==> src/frp_pkg.sv <==
`default_nettype none

package frp_pkg;

    // Characters the parser reacts to
    localparam logic [7:0] CH_SPACE  = 8'h20;
    localparam logic [7:0] CH_DASH   = 8'h2D;
    localparam logic [7:0] CH_NL     = 8'h0A;
    localparam logic [7:0] CH_RPAREN = 8'h29;
    localparam logic [7:0] CH_COMMA  = 8'h2C;
    localparam logic [7:0] CH_ZERO   = 8'h30;
    localparam logic [7:0] CH_NINE   = 8'h39;

    // Passive numbers saturate here; anything above 255 is an error
    localparam logic [8:0] NUM_LIMIT = 9'd256;

    // Queue between front and back
    localparam int QUEUE_DEPTH = 2;

    // Classified request byte, as handed from front to back
    typedef struct packed {
        logic       is_digit;
        logic [3:0] digit;
        logic       is_space;
        logic       is_dash;
        logic       is_nl;
        logic       is_rparen;
        logic       is_comma;
    } frp_class_t;

    // Decimal accumulate with saturation at NUM_LIMIT
    function automatic logic [8:0] accumulate(input logic [8:0] acc, input logic [3:0] d);
        logic [11:0] v;
        v = {3'b000, acc} * 12'd10 + {8'h00, d};
        return (v > {3'b000, NUM_LIMIT}) ? NUM_LIMIT : v[8:0];
    endfunction

endpackage

`default_nettype wire

==> src/frp_front.sv <==
`default_nettype none

// Front end: input handshake and character classification.
module frp_front (
    input  wire logic              s_valid,
    output logic                   s_ready,
    input  wire logic [7:0]        s_rx_byte,
    input  wire logic              q_full,
    output logic                   push,
    output frp_pkg::frp_class_t    push_cls
);

    assign s_ready = !q_full;
    assign push    = s_valid && !q_full;

    always_comb begin
        logic [7:0] dv;
        dv = s_rx_byte - frp_pkg::CH_ZERO;
        push_cls.is_digit  = (s_rx_byte >= frp_pkg::CH_ZERO) && (s_rx_byte <= frp_pkg::CH_NINE);
        push_cls.digit     = dv[3:0];
        push_cls.is_space  = (s_rx_byte == frp_pkg::CH_SPACE);
        push_cls.is_dash   = (s_rx_byte == frp_pkg::CH_DASH);
        push_cls.is_nl     = (s_rx_byte == frp_pkg::CH_NL);
        push_cls.is_rparen = (s_rx_byte == frp_pkg::CH_RPAREN);
        push_cls.is_comma  = (s_rx_byte == frp_pkg::CH_COMMA);
    end

endmodule

`default_nettype wire

==> src/frp_queue.sv <==
`default_nettype none

// Two-entry queue of classified bytes between front and back.
module frp_queue (
    input  wire logic                aclk,
    input  wire logic                aresetn,
    input  wire logic                push,
    input  wire frp_pkg::frp_class_t push_cls,
    output logic                     full,
    output logic                     q_valid,
    output frp_pkg::frp_class_t      q_cls,
    input  wire logic                pop
);

    frp_pkg::frp_class_t mem_reg [frp_pkg::QUEUE_DEPTH];
    logic       wr_ptr_reg, wr_ptr_next;
    logic       rd_ptr_reg, rd_ptr_next;
    logic [1:0] count_reg, count_next;

    assign full    = (count_reg == 2'(frp_pkg::QUEUE_DEPTH));
    assign q_valid = (count_reg != 2'd0);
    assign q_cls   = mem_reg[rd_ptr_reg];

    always_comb begin
        wr_ptr_next = push ? !wr_ptr_reg : wr_ptr_reg;
        rd_ptr_next = pop  ? !rd_ptr_reg : rd_ptr_reg;
        count_next  = count_reg + {1'b0, push} - {1'b0, pop};
    end

    always_ff @(posedge aclk) begin
        if (!aresetn) begin
            wr_ptr_reg <= 1'b0;
            rd_ptr_reg <= 1'b0;
            count_reg  <= 2'd0;
        end else begin
            wr_ptr_reg <= wr_ptr_next;
            rd_ptr_reg <= rd_ptr_next;
            count_reg  <= count_next;
        end
    end

    always_ff @(posedge aclk) begin
        if (push) begin
            mem_reg[wr_ptr_reg] <= push_cls;
        end
    end

    a_no_overfill: assert property (@(posedge aclk) disable iff (!aresetn)
        count_reg <= 2'(frp_pkg::QUEUE_DEPTH))
        else $error("queue holds more than its depth");

    a_pop_nonempty: assert property (@(posedge aclk) disable iff (!aresetn)
        pop |-> count_reg != 2'd0)
        else $error("pop from empty queue");

endmodule

`default_nettype wire

==> src/frp_back.sv <==
`default_nettype none

// Back end: parser state machine and result register.
module frp_back (
    input  wire logic                aclk,
    input  wire logic                aresetn,
    input  wire logic                cfg_wr_en,
    input  wire logic                cfg_wr_data,
    input  wire logic                q_valid,
    input  wire frp_pkg::frp_class_t q_cls,
    output logic                     pop,
    output logic                     m_valid,
    input  wire logic                m_ready,
    output logic [9:0]               m_reply_code,
    output logic [15:0]              m_data_port,
    output logic                     m_parse_error
);

    typedef enum logic [8:0] {
        ST_WORD = 9'b000000001,  // first word / reply code
        ST_LINE = 9'b000000010,  // code mode: skip to newline
        ST_CONT = 9'b000000100,  // code mode: match continuation code
        ST_C1   = 9'b000001000,  // passive: comma count
        ST_C2   = 9'b000010000,
        ST_C3   = 9'b000100000,
        ST_C4   = 9'b001000000,
        ST_HIGH = 9'b010000000,  // passive: high number
        ST_LOW  = 9'b100000000   // passive: low number
    } frp_state_t;

    frp_state_t  state_reg, state_next;
    logic        passive_reg, passive_next;
    logic [2:0]  count_reg, count_next;
    logic [11:0] digits_reg, digits_next;
    logic [8:0]  high_reg, high_next;
    logic [8:0]  low_reg, low_next;

    logic        out_valid_reg, out_valid_next;
    logic [9:0]  out_code_reg, out_code_next;
    logic [15:0] out_port_reg, out_port_next;
    logic        out_err_reg, out_err_next;

    logic        emit;
    logic [9:0]  emit_code;
    logic [15:0] emit_port;
    logic        emit_err;
    logic [3:0]  cur_digit;
    logic [9:0]  code_val;

    assign pop = q_valid && (!out_valid_reg || m_ready);

    assign cur_digit = digits_reg[{count_reg[1:0], 2'b00} +: 4];
    assign code_val  = 10'(digits_reg[3:0]) * 10'd100 + 10'(digits_reg[7:4]) * 10'd10
                     + 10'(digits_reg[11:8]);

    always_comb begin
        state_next   = state_reg;
        passive_next = passive_reg;
        count_next   = count_reg;
        digits_next  = digits_reg;
        high_next    = high_reg;
        low_next     = low_reg;
        emit         = 1'b0;
        emit_code    = '0;
        emit_port    = '0;
        emit_err     = 1'b0;

        if (cfg_wr_en) begin
            passive_next = cfg_wr_data;
            digits_next  = '0;
            state_next   = ST_WORD;
            count_next   = '0;
            high_next    = '0;
            low_next     = '0;
        end else if (pop) begin
            case (state_reg)
                ST_WORD: begin
                    if (q_cls.is_space) begin
                        count_next = '0;
                        if (count_reg != 3'd3) begin
                            emit     = 1'b1;
                            emit_err = 1'b1;
                            high_next = '0;
                            low_next  = '0;
                        end else begin
                            state_next = passive_reg ? ST_C1 : ST_LINE;
                        end
                    end else if (passive_reg) begin
                        if (count_reg != 3'd7) count_next = count_reg + 3'd1;
                    end else if (q_cls.is_dash) begin
                        count_next = '0;
                        state_next = ST_CONT;
                    end else if (q_cls.is_digit) begin
                        if (count_reg < 3'd3) begin
                            digits_next[{count_reg[1:0], 2'b00} +: 4] = q_cls.digit;
                        end
                        if (count_reg != 3'd7) count_next = count_reg + 3'd1;
                    end
                end
                ST_LINE: begin
                    if (q_cls.is_nl) begin
                        emit       = 1'b1;
                        emit_code  = code_val;
                        state_next = ST_WORD;
                        count_next = '0;
                        high_next  = '0;
                        low_next   = '0;
                    end
                end
                ST_CONT: begin
                    if (count_reg < 3'd3 && q_cls.is_digit && q_cls.digit == cur_digit) begin
                        count_next = count_reg + 3'd1;
                    end else if (count_reg == 3'd3 && q_cls.is_space) begin
                        count_next = '0;
                        state_next = ST_LINE;
                    end else begin
                        count_next = '0;  // mismatch restarts the match
                    end
                end
                ST_C1: if (q_cls.is_comma) state_next = ST_C2;
                ST_C2: if (q_cls.is_comma) state_next = ST_C3;
                ST_C3: if (q_cls.is_comma) state_next = ST_C4;
                ST_C4: if (q_cls.is_comma) state_next = ST_HIGH;
                ST_HIGH: begin
                    if (q_cls.is_comma) begin
                        count_next = '0;
                        state_next = ST_LOW;
                    end else if (q_cls.is_digit) begin
                        high_next = frp_pkg::accumulate(high_reg, q_cls.digit);
                    end
                end
                ST_LOW: begin
                    if (q_cls.is_rparen) begin
                        emit = 1'b1;
                        if (high_reg[8] || low_reg[8]) begin
                            emit_err = 1'b1;
                        end else begin
                            emit_port = {high_reg[7:0], low_reg[7:0]};
                        end
                        state_next = ST_WORD;
                        count_next = '0;
                        high_next  = '0;
                        low_next   = '0;
                    end else if (q_cls.is_digit) begin
                        low_next = frp_pkg::accumulate(low_reg, q_cls.digit);
                    end
                end
                default: begin
                    state_next = ST_WORD;
                    count_next = '0;
                    high_next  = '0;
                    low_next   = '0;
                end
            endcase
        end
    end

    // Result register: refilled on a pop that produces a result
    always_comb begin
        out_valid_next = out_valid_reg;
        out_code_next  = out_code_reg;
        out_port_next  = out_port_reg;
        out_err_next   = out_err_reg;
        if (out_valid_reg && m_ready) out_valid_next = 1'b0;
        if (emit) begin
            out_valid_next = 1'b1;
            out_code_next  = emit_code;
            out_port_next  = emit_port;
            out_err_next   = emit_err;
        end
    end

    always_ff @(posedge aclk) begin
        if (!aresetn) begin
            state_reg     <= ST_WORD;
            passive_reg   <= 1'b0;
            count_reg     <= '0;
            digits_reg    <= '0;
            high_reg      <= '0;
            low_reg       <= '0;
            out_valid_reg <= 1'b0;
        end else begin
            state_reg     <= state_next;
            passive_reg   <= passive_next;
            count_reg     <= count_next;
            digits_reg    <= digits_next;
            high_reg      <= high_next;
            low_reg       <= low_next;
            out_valid_reg <= out_valid_next;
        end
    end

    always_ff @(posedge aclk) begin
        out_code_reg <= out_code_next;
        out_port_reg <= out_port_next;
        out_err_reg  <= out_err_next;
    end

    assign m_valid       = out_valid_reg;
    assign m_reply_code  = out_code_reg;
    assign m_data_port   = out_port_reg;
    assign m_parse_error = out_err_reg;

    a_err_clean: assert property (@(posedge aclk) disable iff (!aresetn)
        (out_valid_reg && out_err_reg) |-> (out_code_reg == '0 && out_port_reg == '0))
        else $error("error result carries data");

    a_count_range: assert property (@(posedge aclk) disable iff (!aresetn)
        (state_reg != ST_WORD) |-> (count_reg <= 3'd3))
        else $error("match count out of range");

endmodule

`default_nettype wire

==> src/ftp_reply_parser_unit.sv <==
`default_nettype none

// FTP control reply parser. One reply byte is taken per request on the s_
// channel; at most one result per byte leaves on the m_ channel. With
// passive_mode = 0 (cfg_wr_data written via cfg_wr_en) the block captures the
// three-digit reply code, follows multi-line replies (code-dash opens, code-
// space marks the last line) and emits the code at the newline that ends the
// reply. With passive_mode = 1 it checks the first word is three characters,
// skips four commas, accumulates two decimal numbers and emits
// data_port = high*256 + low at the closing parenthesis. A first word that is
// not three characters (code mode: three digits), or a passive number
// above 255, gives a result with parse_error set and zero data. Writing the
// mode register clears the parser; write it only with no bytes in flight.
// Throughput is one byte per clock while the result register is free or
// being taken on m_; a byte accepted on s_ is written into the queue, and
// its result is loaded into the result register when the back end pops it.
// A two-entry queue between the classifying front end and the parsing back
// end, plus a result register, lets input and output stall independently.
module ftp_reply_parser_unit (
    input  wire logic        aclk,
    input  wire logic        aresetn,
    // configuration
    input  wire logic        cfg_wr_en,
    input  wire logic        cfg_wr_data,
    // reply bytes
    input  wire logic        s_valid,
    output logic             s_ready,
    input  wire logic [7:0]  s_rx_byte,
    // results
    output logic             m_valid,
    input  wire logic        m_ready,
    output logic [9:0]       m_reply_code,
    output logic [15:0]      m_data_port,
    output logic             m_parse_error
);

    logic                push;
    frp_pkg::frp_class_t push_cls;
    logic                q_full;
    logic                q_valid;
    frp_pkg::frp_class_t q_cls;
    logic                pop;

    // Front: handshake and byte classification
    frp_front u_front (
        .s_valid   (s_valid),
        .s_ready   (s_ready),
        .s_rx_byte (s_rx_byte),
        .q_full    (q_full),
        .push      (push),
        .push_cls  (push_cls)
    );

    // Decoupling queue
    frp_queue u_queue (
        .aclk     (aclk),
        .aresetn  (aresetn),
        .push     (push),
        .push_cls (push_cls),
        .full     (q_full),
        .q_valid  (q_valid),
        .q_cls    (q_cls),
        .pop      (pop)
    );

    // Back: parser state and result register
    frp_back u_back (
        .aclk          (aclk),
        .aresetn       (aresetn),
        .cfg_wr_en     (cfg_wr_en),
        .cfg_wr_data   (cfg_wr_data),
        .q_valid       (q_valid),
        .q_cls         (q_cls),
        .pop           (pop),
        .m_valid       (m_valid),
        .m_ready       (m_ready),
        .m_reply_code  (m_reply_code),
        .m_data_port   (m_data_port),
        .m_parse_error (m_parse_error)
    );

endmodule

`default_nettype wire

==> config.mk <==
export PLATFORM = sky130hd
export DESIGN_NAME = ftp_reply_parser_unit
export DESIGN_NICKNAME = d
export VERILOG_FILES = /design/src/frp_pkg.sv /design/src/frp_front.sv /design/src/frp_queue.sv /design/src/frp_back.sv /design/src/ftp_reply_parser_unit.sv
export SDC_FILE = /design/constraint.sdc
export NUM_CORES = 1
export LEC_CHECK = 0
export BUFFER_PORTS_ARGS = -buffer_cell sky130_fd_sc_hd__buf_4
export CAP_MARGIN = 20
export CORE_MARGIN = 2
export CORE_UTILIZATION = 27
export CTS_BUF_LIST = sky130_fd_sc_hd__clkbuf_4 sky130_fd_sc_hd__clkbuf_8 sky130_fd_sc_hd__clkbuf_16
export DETAILED_ROUTE_END_ITERATION = 16
export SYNTH_ARGS = -nofsm -noshare
export SYNTH_HDL_FRONTEND = slang
export SYNTH_SLANG_ARGS = --single-unit
==> constraint.sdc <==
create_clock -name aclk -period 3.4 [get_ports aclk]
set_clock_uncertainty 0.15 [all_clocks]
set_input_delay 0.68 -clock aclk [delete_from_list [all_inputs] [get_ports aclk]]
set_output_delay 0.68 -clock aclk [all_outputs]
set_load 0.01 [all_outputs]
==> results of run 1 <==
-- repair_timing --
action                                  in CTS  in global routing
hold buffers                                 0                  0
endpoints found under the setup margin       0                 10
buffers inserted                             0                  2
gates resized for setup                      0                 18
-- cells by family (layout without fill, tap and decap cells) --
logic type | count (synthesis) | count (layout)
adder cells (fa/ha/maj) | 76 | 76
multiplexers | 23 | 23
AND/OR/NAND/NOR | 249 | 249
buffers and inverters | 65 | 139
AO/OA/AOI/OAI | 135 | 135
XOR/XNOR | 37 | 37
flip-flops | 96 | 96
-- through the flow --
step,area (sq um),std cells
CTS,7670,1072
detailed placement,7370,1056
global route,7770,1074
finish,7770,1074
floorplan,6510,681
global placement,7370,1056
-- worst paths after layout --
path	from	end	slack, ns	cells after the start
worst max-delay path	u_back.low_reg[1]	u_back.low_reg[7]	0.13	12
worst min-delay path	u_back.digits_reg[8]	u_back.digits_reg[8]	0.34	2
worst max register to register	u_back.low_reg[1]	u_back.low_reg[7]	0.13	12
worst min register to register	u_back.digits_reg[8]	u_back.digits_reg[8]	0.34	2
-- cells in the final DEF (no fill, tap or decap), drive strengths merged, types with 22 or more instances in the layout --
cell	n
buf	74
ha	67
nand2	57
inv	54
dfxtp	49
edfxtp	47
nor2	46
a21oi	36
o21ai	29
xnor2	27
and2	22
-- worst max-delay path: stages (launching register included) --
cell and delay, ns:
dfxtp_1 0.31, ha_1 0.29, ha_2 0.18, inv_1 0.05, fa_1 0.52, nand3b_1 0.21, o2bb2ai_2 0.16, nand4_1 0.28
nor4b_2 0.36, o211a_1 0.18, o2111ai_2 0.11, buf_6 0.17, o31ai_2 0.22
-- report_power, final --
| part | total [uW] | leakage [uW] | internal, uW | switching (uW) |
|---|---|---|---|---|
| Sequential | 1400 | 0.000837 | 1330 | 64.5 |
| Combinational | 888 | 0.00220 | 381 | 506 |
| Clock | 1020 | 0.000146 | 520 | 499 |
-- final cells by class --
| type | count | area [sq um] |
|---|---|---|
| clock inverters | 7 | 71.3 |
| clock buffers | 9 | 225 |
| repair buffers | 74 | 559 |
| well taps | 319 | 399 |
| multi-input cells | 520 | 3940 |
| fillers | 2452 | 15800 |
| flip-flops and latches | 96 | 2390 |
| inverters | 49 | 184 |
-- Yosys cell counts (5+ instances only) --
cell type,number,area (sq um)
ha_1,67,838
nand2_1,57,214
dfxtp_1,49,981
inv_1,49,184
edfxtp_1,47,1410
nor2_1,46,173
a21oi_1,33,165
o21ai_0,27,135
xnor2_1,27,236
and2_1,22,138
mux2i_1,19,190
nor3_1,16,80.1
or3_1,16,100
o31ai_1,13,97.6
nor2b_1,12,75.1
clkbuf_1,11,41.3
nand3_1,10,50.1
nor4_1,10,62.6
xor2_1,10,87.6
fa_1,9,180
nand4_1,9,56.3
nand2b_1,8,50.1
and3_1,7,43.8
a211oi_1,6,45.0
a21o_1,5,37.5
nor3b_1,5,37.5
o211ai_1,5,37.5
o2bb2ai_1,5,43.8
or4b_2,5,50.1
-- routing by layer --
metal / up-vias / GRT usage
li1: 2629 / -
met1: 2390 / 0.156
met2: 89 / 0.191
met3: 12 / 0.0250
met4: 0 / 0.0360
met5: - / 0
==> results_dict.tcl, run 1 <==
set metrics [dict create \
    synth-compound-area-share 0.141 \
    wire_per_inst_um 13.5 \
    setup_tns_ns 0 \
    dieArea_sq_um 25400 \
    yosysWarnings 0 \
    drt_pass1_iterations 5 \
    hold_path_class "flip-flop to flip-flop" \
    clockRootBuffer "clkbuf_16" \
    clk_pin_slew_ns 0.08 \
    peakVddDrop_uv 277 \
    ys_ff_latch 96 \
    diodes 0 \
    cts_tree "done" \
    synth_top_family_by_area "simple AND/OR/NAND/NOR gates" \
    period_minus_slack_ns 3.27 \
    hold_viol_final 0 \
    critPathMaxFanout 8 \
    routed_via_density 4.77 \
    place_congestion 0.872 \
    critPathKind "flip-flop to flip-flop" \
    nets 840 \
    grtUsageTotal 0.117 \
    p_leak_uw 0.00318 \
    num_vias 5120 \
    start_util 0.276 \
    ios 43 \
    drtAntennaViolNets 0 \
    cp.arrival_ns 3.40 \
    yosysUniqueCellTypes 69 \
    top_layer "met4" \
    synthSimpleGateAreaFrac 0.209 \
    yosys-mux-area-fraction 0.0362 \
    layout-drive-gt1-share 0.170 \
    grt_pass1_vias 4897 \
    clock_sinks 96 \
    crit_path_end_kind "flip-flop" \
    setup_viol 0 \
    ys.flop_type "dfxtp_1" \
    setup_ws_ns 0.134 \
    syn_avg_cell_area_sq_um 9.55 \
    fp.dieH_um 159 \
    htree_num_levels 3 \
    cts_made_buffers 9 \
    syn2layout_area_growth_pct 19.5 \
    wl_met1_mm 7.18 \
    largest_reg_flops 20 \
    maxCapViolations 0 \
    grt_overflow 0 \
    utilization 0.330 \
    ys_seq_area_frac 0.368 \
    max_freq_mhz 306 \
    preCtsSetupSlack_ns 0.118 \
    antenna_found_initial 0 \
    drt_wl_total_mm 14.5 \
    place_hpwl_mm 10.9 \
    p_per_area_nw_per_um2 425 \
    drv_slew 0 \
    maxSlewHeadroom 0.430 \
    cp.required_ns 3.53 \
    insertion_delay_ns 0.36 \
    grt_pass1_wl_mm 24.4 \
    drc 0 \
    grt_max_degree 28 \
    holdWs_ns 0.339 \
    synthAdderAreaFrac 0.157 \
    netlist_instances 681 \
    max_slew.worst_pin.slew_ns 0.852 \
    cp-start-kind "flip-flop" \
    synth-edff-count 47 \
    row_count 56 \
    die_x_um 159 \
    finalPower_uw 3300 \
    netlist_area_sq_um 6510 \
    synthArstFlopShare 0 \
    synth_fp_nets 771 \
    wl_met3_um 489 \
    fin_crit_sh 0.961 \
    clockBufferDepth 2 \
    synth-xor-area-share 0.0498 \
    outcome "complete, no violations" \
    met2_length_mm 6.60 \
    port_buffers 42 \
    core_sq_um 23500 \
    drt_iter0_markers 206 \
]
(Power assumes the default switching activity.)
==> inputs of run 2 (changes only) <==
--- a/config.mk
+++ b/config.mk
@@ -11,6 +11,7 @@
 export CORE_UTILIZATION = 27
 export CTS_BUF_LIST = sky130_fd_sc_hd__clkbuf_4 sky130_fd_sc_hd__clkbuf_8 sky130_fd_sc_hd__clkbuf_16
 export DETAILED_ROUTE_END_ITERATION = 16
+export SLEW_MARGIN = 25
 export SYNTH_ARGS = -nofsm -noshare
 export SYNTH_HDL_FRONTEND = slang
 export SYNTH_SLANG_ARGS = --single-unit
==> constraint.sdc (replaced) <==
create_clock -name aclk -period 3.06 [get_ports aclk]
set_clock_uncertainty 0.15 [all_clocks]
set_input_delay 0.612 -clock aclk [delete_from_list [all_inputs] [get_ports aclk]]
set_output_delay 0.612 -clock aclk [all_outputs]
set_load 0.01 [all_outputs]
==> results_dict.tcl, run 2 (synthesis gave the netlist of run 1 again) <==
set metrics [dict create \
    routed_via_density 4.78 \
    place_hpwl_mm 11.2 \
    utilization 0.353 \
    maxSlewHeadroom 0.523 \
    row_count 56 \
    drt_wl_total_mm 14.8 \
    fin_crit_sh 1.01 \
    outcome "complete, but fails checks" \
    clockBufferDepth 2 \
    setup_viol 9 \
    maxCapViolations 0 \
    critPathTopFamily "adder cells" \
    startpoint "u_back.low_reg[1]" \
    cts_tree "done" \
    ios 43 \
    cp.arrival_ns 3.17 \
    final_common_cell "buf_4" \
    core_sq_um 23500 \
    antenna_found_initial 0 \
    place_congestion 0.857 \
    drc 0 \
    max_stage_delay_ns 0.46 \
    rsz0062_at_grt "yes" \
    num_vias 5298 \
    cp_slowest_cell "fa_2" \
    clk_pin_slew_ns 0.07 \
    p_leak_uw 0.00340 \
    largest_reg_flops 20 \
    holdWs_ns 0.327 \
    insertion_delay_ns 0.35 \
    critPathKind "flip-flop to flip-flop" \
    die_x_um 159 \
    setup_ws_ns -0.0198 \
    wire_per_inst_um 13.3 \
    dieArea_sq_um 25400 \
    grt_max_degree 19 \
    clockRootBuffer "clkbuf_16" \
    hold_start "s_rx_byte[0]" \
    drv_slew 0 \
    start_util 0.276 \
    cp.required_ns 3.15 \
    setup_tns_ns -0.115 \
    grt_util_met2 0.186 \
    grt_pass1_wl_mm 24.3 \
    violations "negative setup slack" \
    p_per_area_nw_per_um2 442 \
    drt_pass1_iterations 4 \
    period_minus_slack_ns 3.08 \
    max_slew.worst_pin.slew_ns 0.715 \
    hold_viol_final 0 \
    grt_overflow 0 \
    nets 875 \
    r2r-start "u_back.low_reg[1]" \
    max_freq_mhz 325 \
    cp-start-kind "flip-flop" \
    layout-drive-gt1-share 0.267 \
    diodes 0 \
    drtAntennaViolNets 0 \
    hold_path_class "input pin to flip-flop" \
    port_buffers 42 \
    critical_path.most_common_cell "ha_4" \
    crit_path_end_kind "flip-flop" \
    syn2layout_area_growth_pct 27.8 \
    clock_sinks 96 \
    globalRouteMet3Util 0.0193 \
    grt-busiest-layer "met2" \
    path_buf_inv 2 \
    place_inst 1084 \
    cts_made_buffers 9 \
    peakVddDrop_uv 266 \
    critPathMaxFanout 8 \
    grtUsageMet1 0.159 \
    final_cell_mix "buf_4 (108), nand2_1 (55), ha_1 (54)" \
    stdcell_count 1109 \
    htree_num_levels 3 \
    grtUsageTotal 0.117 \
    cp_cell_sequence "ha_4 > ha_4 > inv_2 > fa_2 > nand3b_1 > o2bb2ai_2 > nand4_1 > and4b_1 > o211a_1 > o2111ai_4 > buf_12 > o31ai_1" \
    fp.dieH_um 159 \
    drt_iter0_markers 238 \
    grt_pass1_vias 4949 \
]
## run 2: worst paths after layout
check / slack [ns] / cells after the start / end
worst max-delay path: -0.02 / 12 / u_back.low_reg[5]
worst min-delay path: 0.33 / 1 / u_queue.mem_reg[0][5]
worst max register to register: -0.02 / 12 / u_back.low_reg[5]
worst min register to register: 0.33 / 2 / u_back.digits_reg[8]
## run 2: repair_timing
action / 4_1_cts / 5_1_grt
hold buffers: 0 / 0
endpoints found under the setup margin: 19 / 26
hold endpoints to repair: 0 / 0
setup buffers: 5 / 4
resized for setup: 22 / 38
pin swaps: 18 / 13
## run 2: metrics by stage
stage,total power (uW),area (sq um),setup WS [ns]
6_report,3670,8310,-0.0198
5_1_grt,3880,8310,-0.130
4_1_cts,3690,8100,-0.0671
3_5_place_dp,2580,7680,-0.111
3_3_place_gp,2580,7680,-0.0873
2_1_floorplan,2270,6620,-0.0213
## run 2: final cells by class
class / instances / area [sq um]
tap: 319 / 399
clock buffer: 10 / 233
inverter: 49 / 184
timing repair buffer: 109 / 831
sequential: 96 / 2410
fill: 2382 / 15200
clock inverter: 6 / 48.8
multi-input combinational: 520 / 4210
## run 2: where the power goes
group          switching, uW  internal [uW]  total [uW]
Clock                    517            569        1090
Combinational            587            457        1040
Sequential              63.0           1480        1550
Total                   1170           2510        3670
## run 2: per-layer routing
| layer | vias up | wire length, um |
|---|---|---|
| met3 | 13 | 501 |
| met4 | 0 | 301 |
| met1 | 2499 | 7160 |
| met2 | 84 | 6780 |
| li1 | 2702 | - |
| met5 | - | 0 |
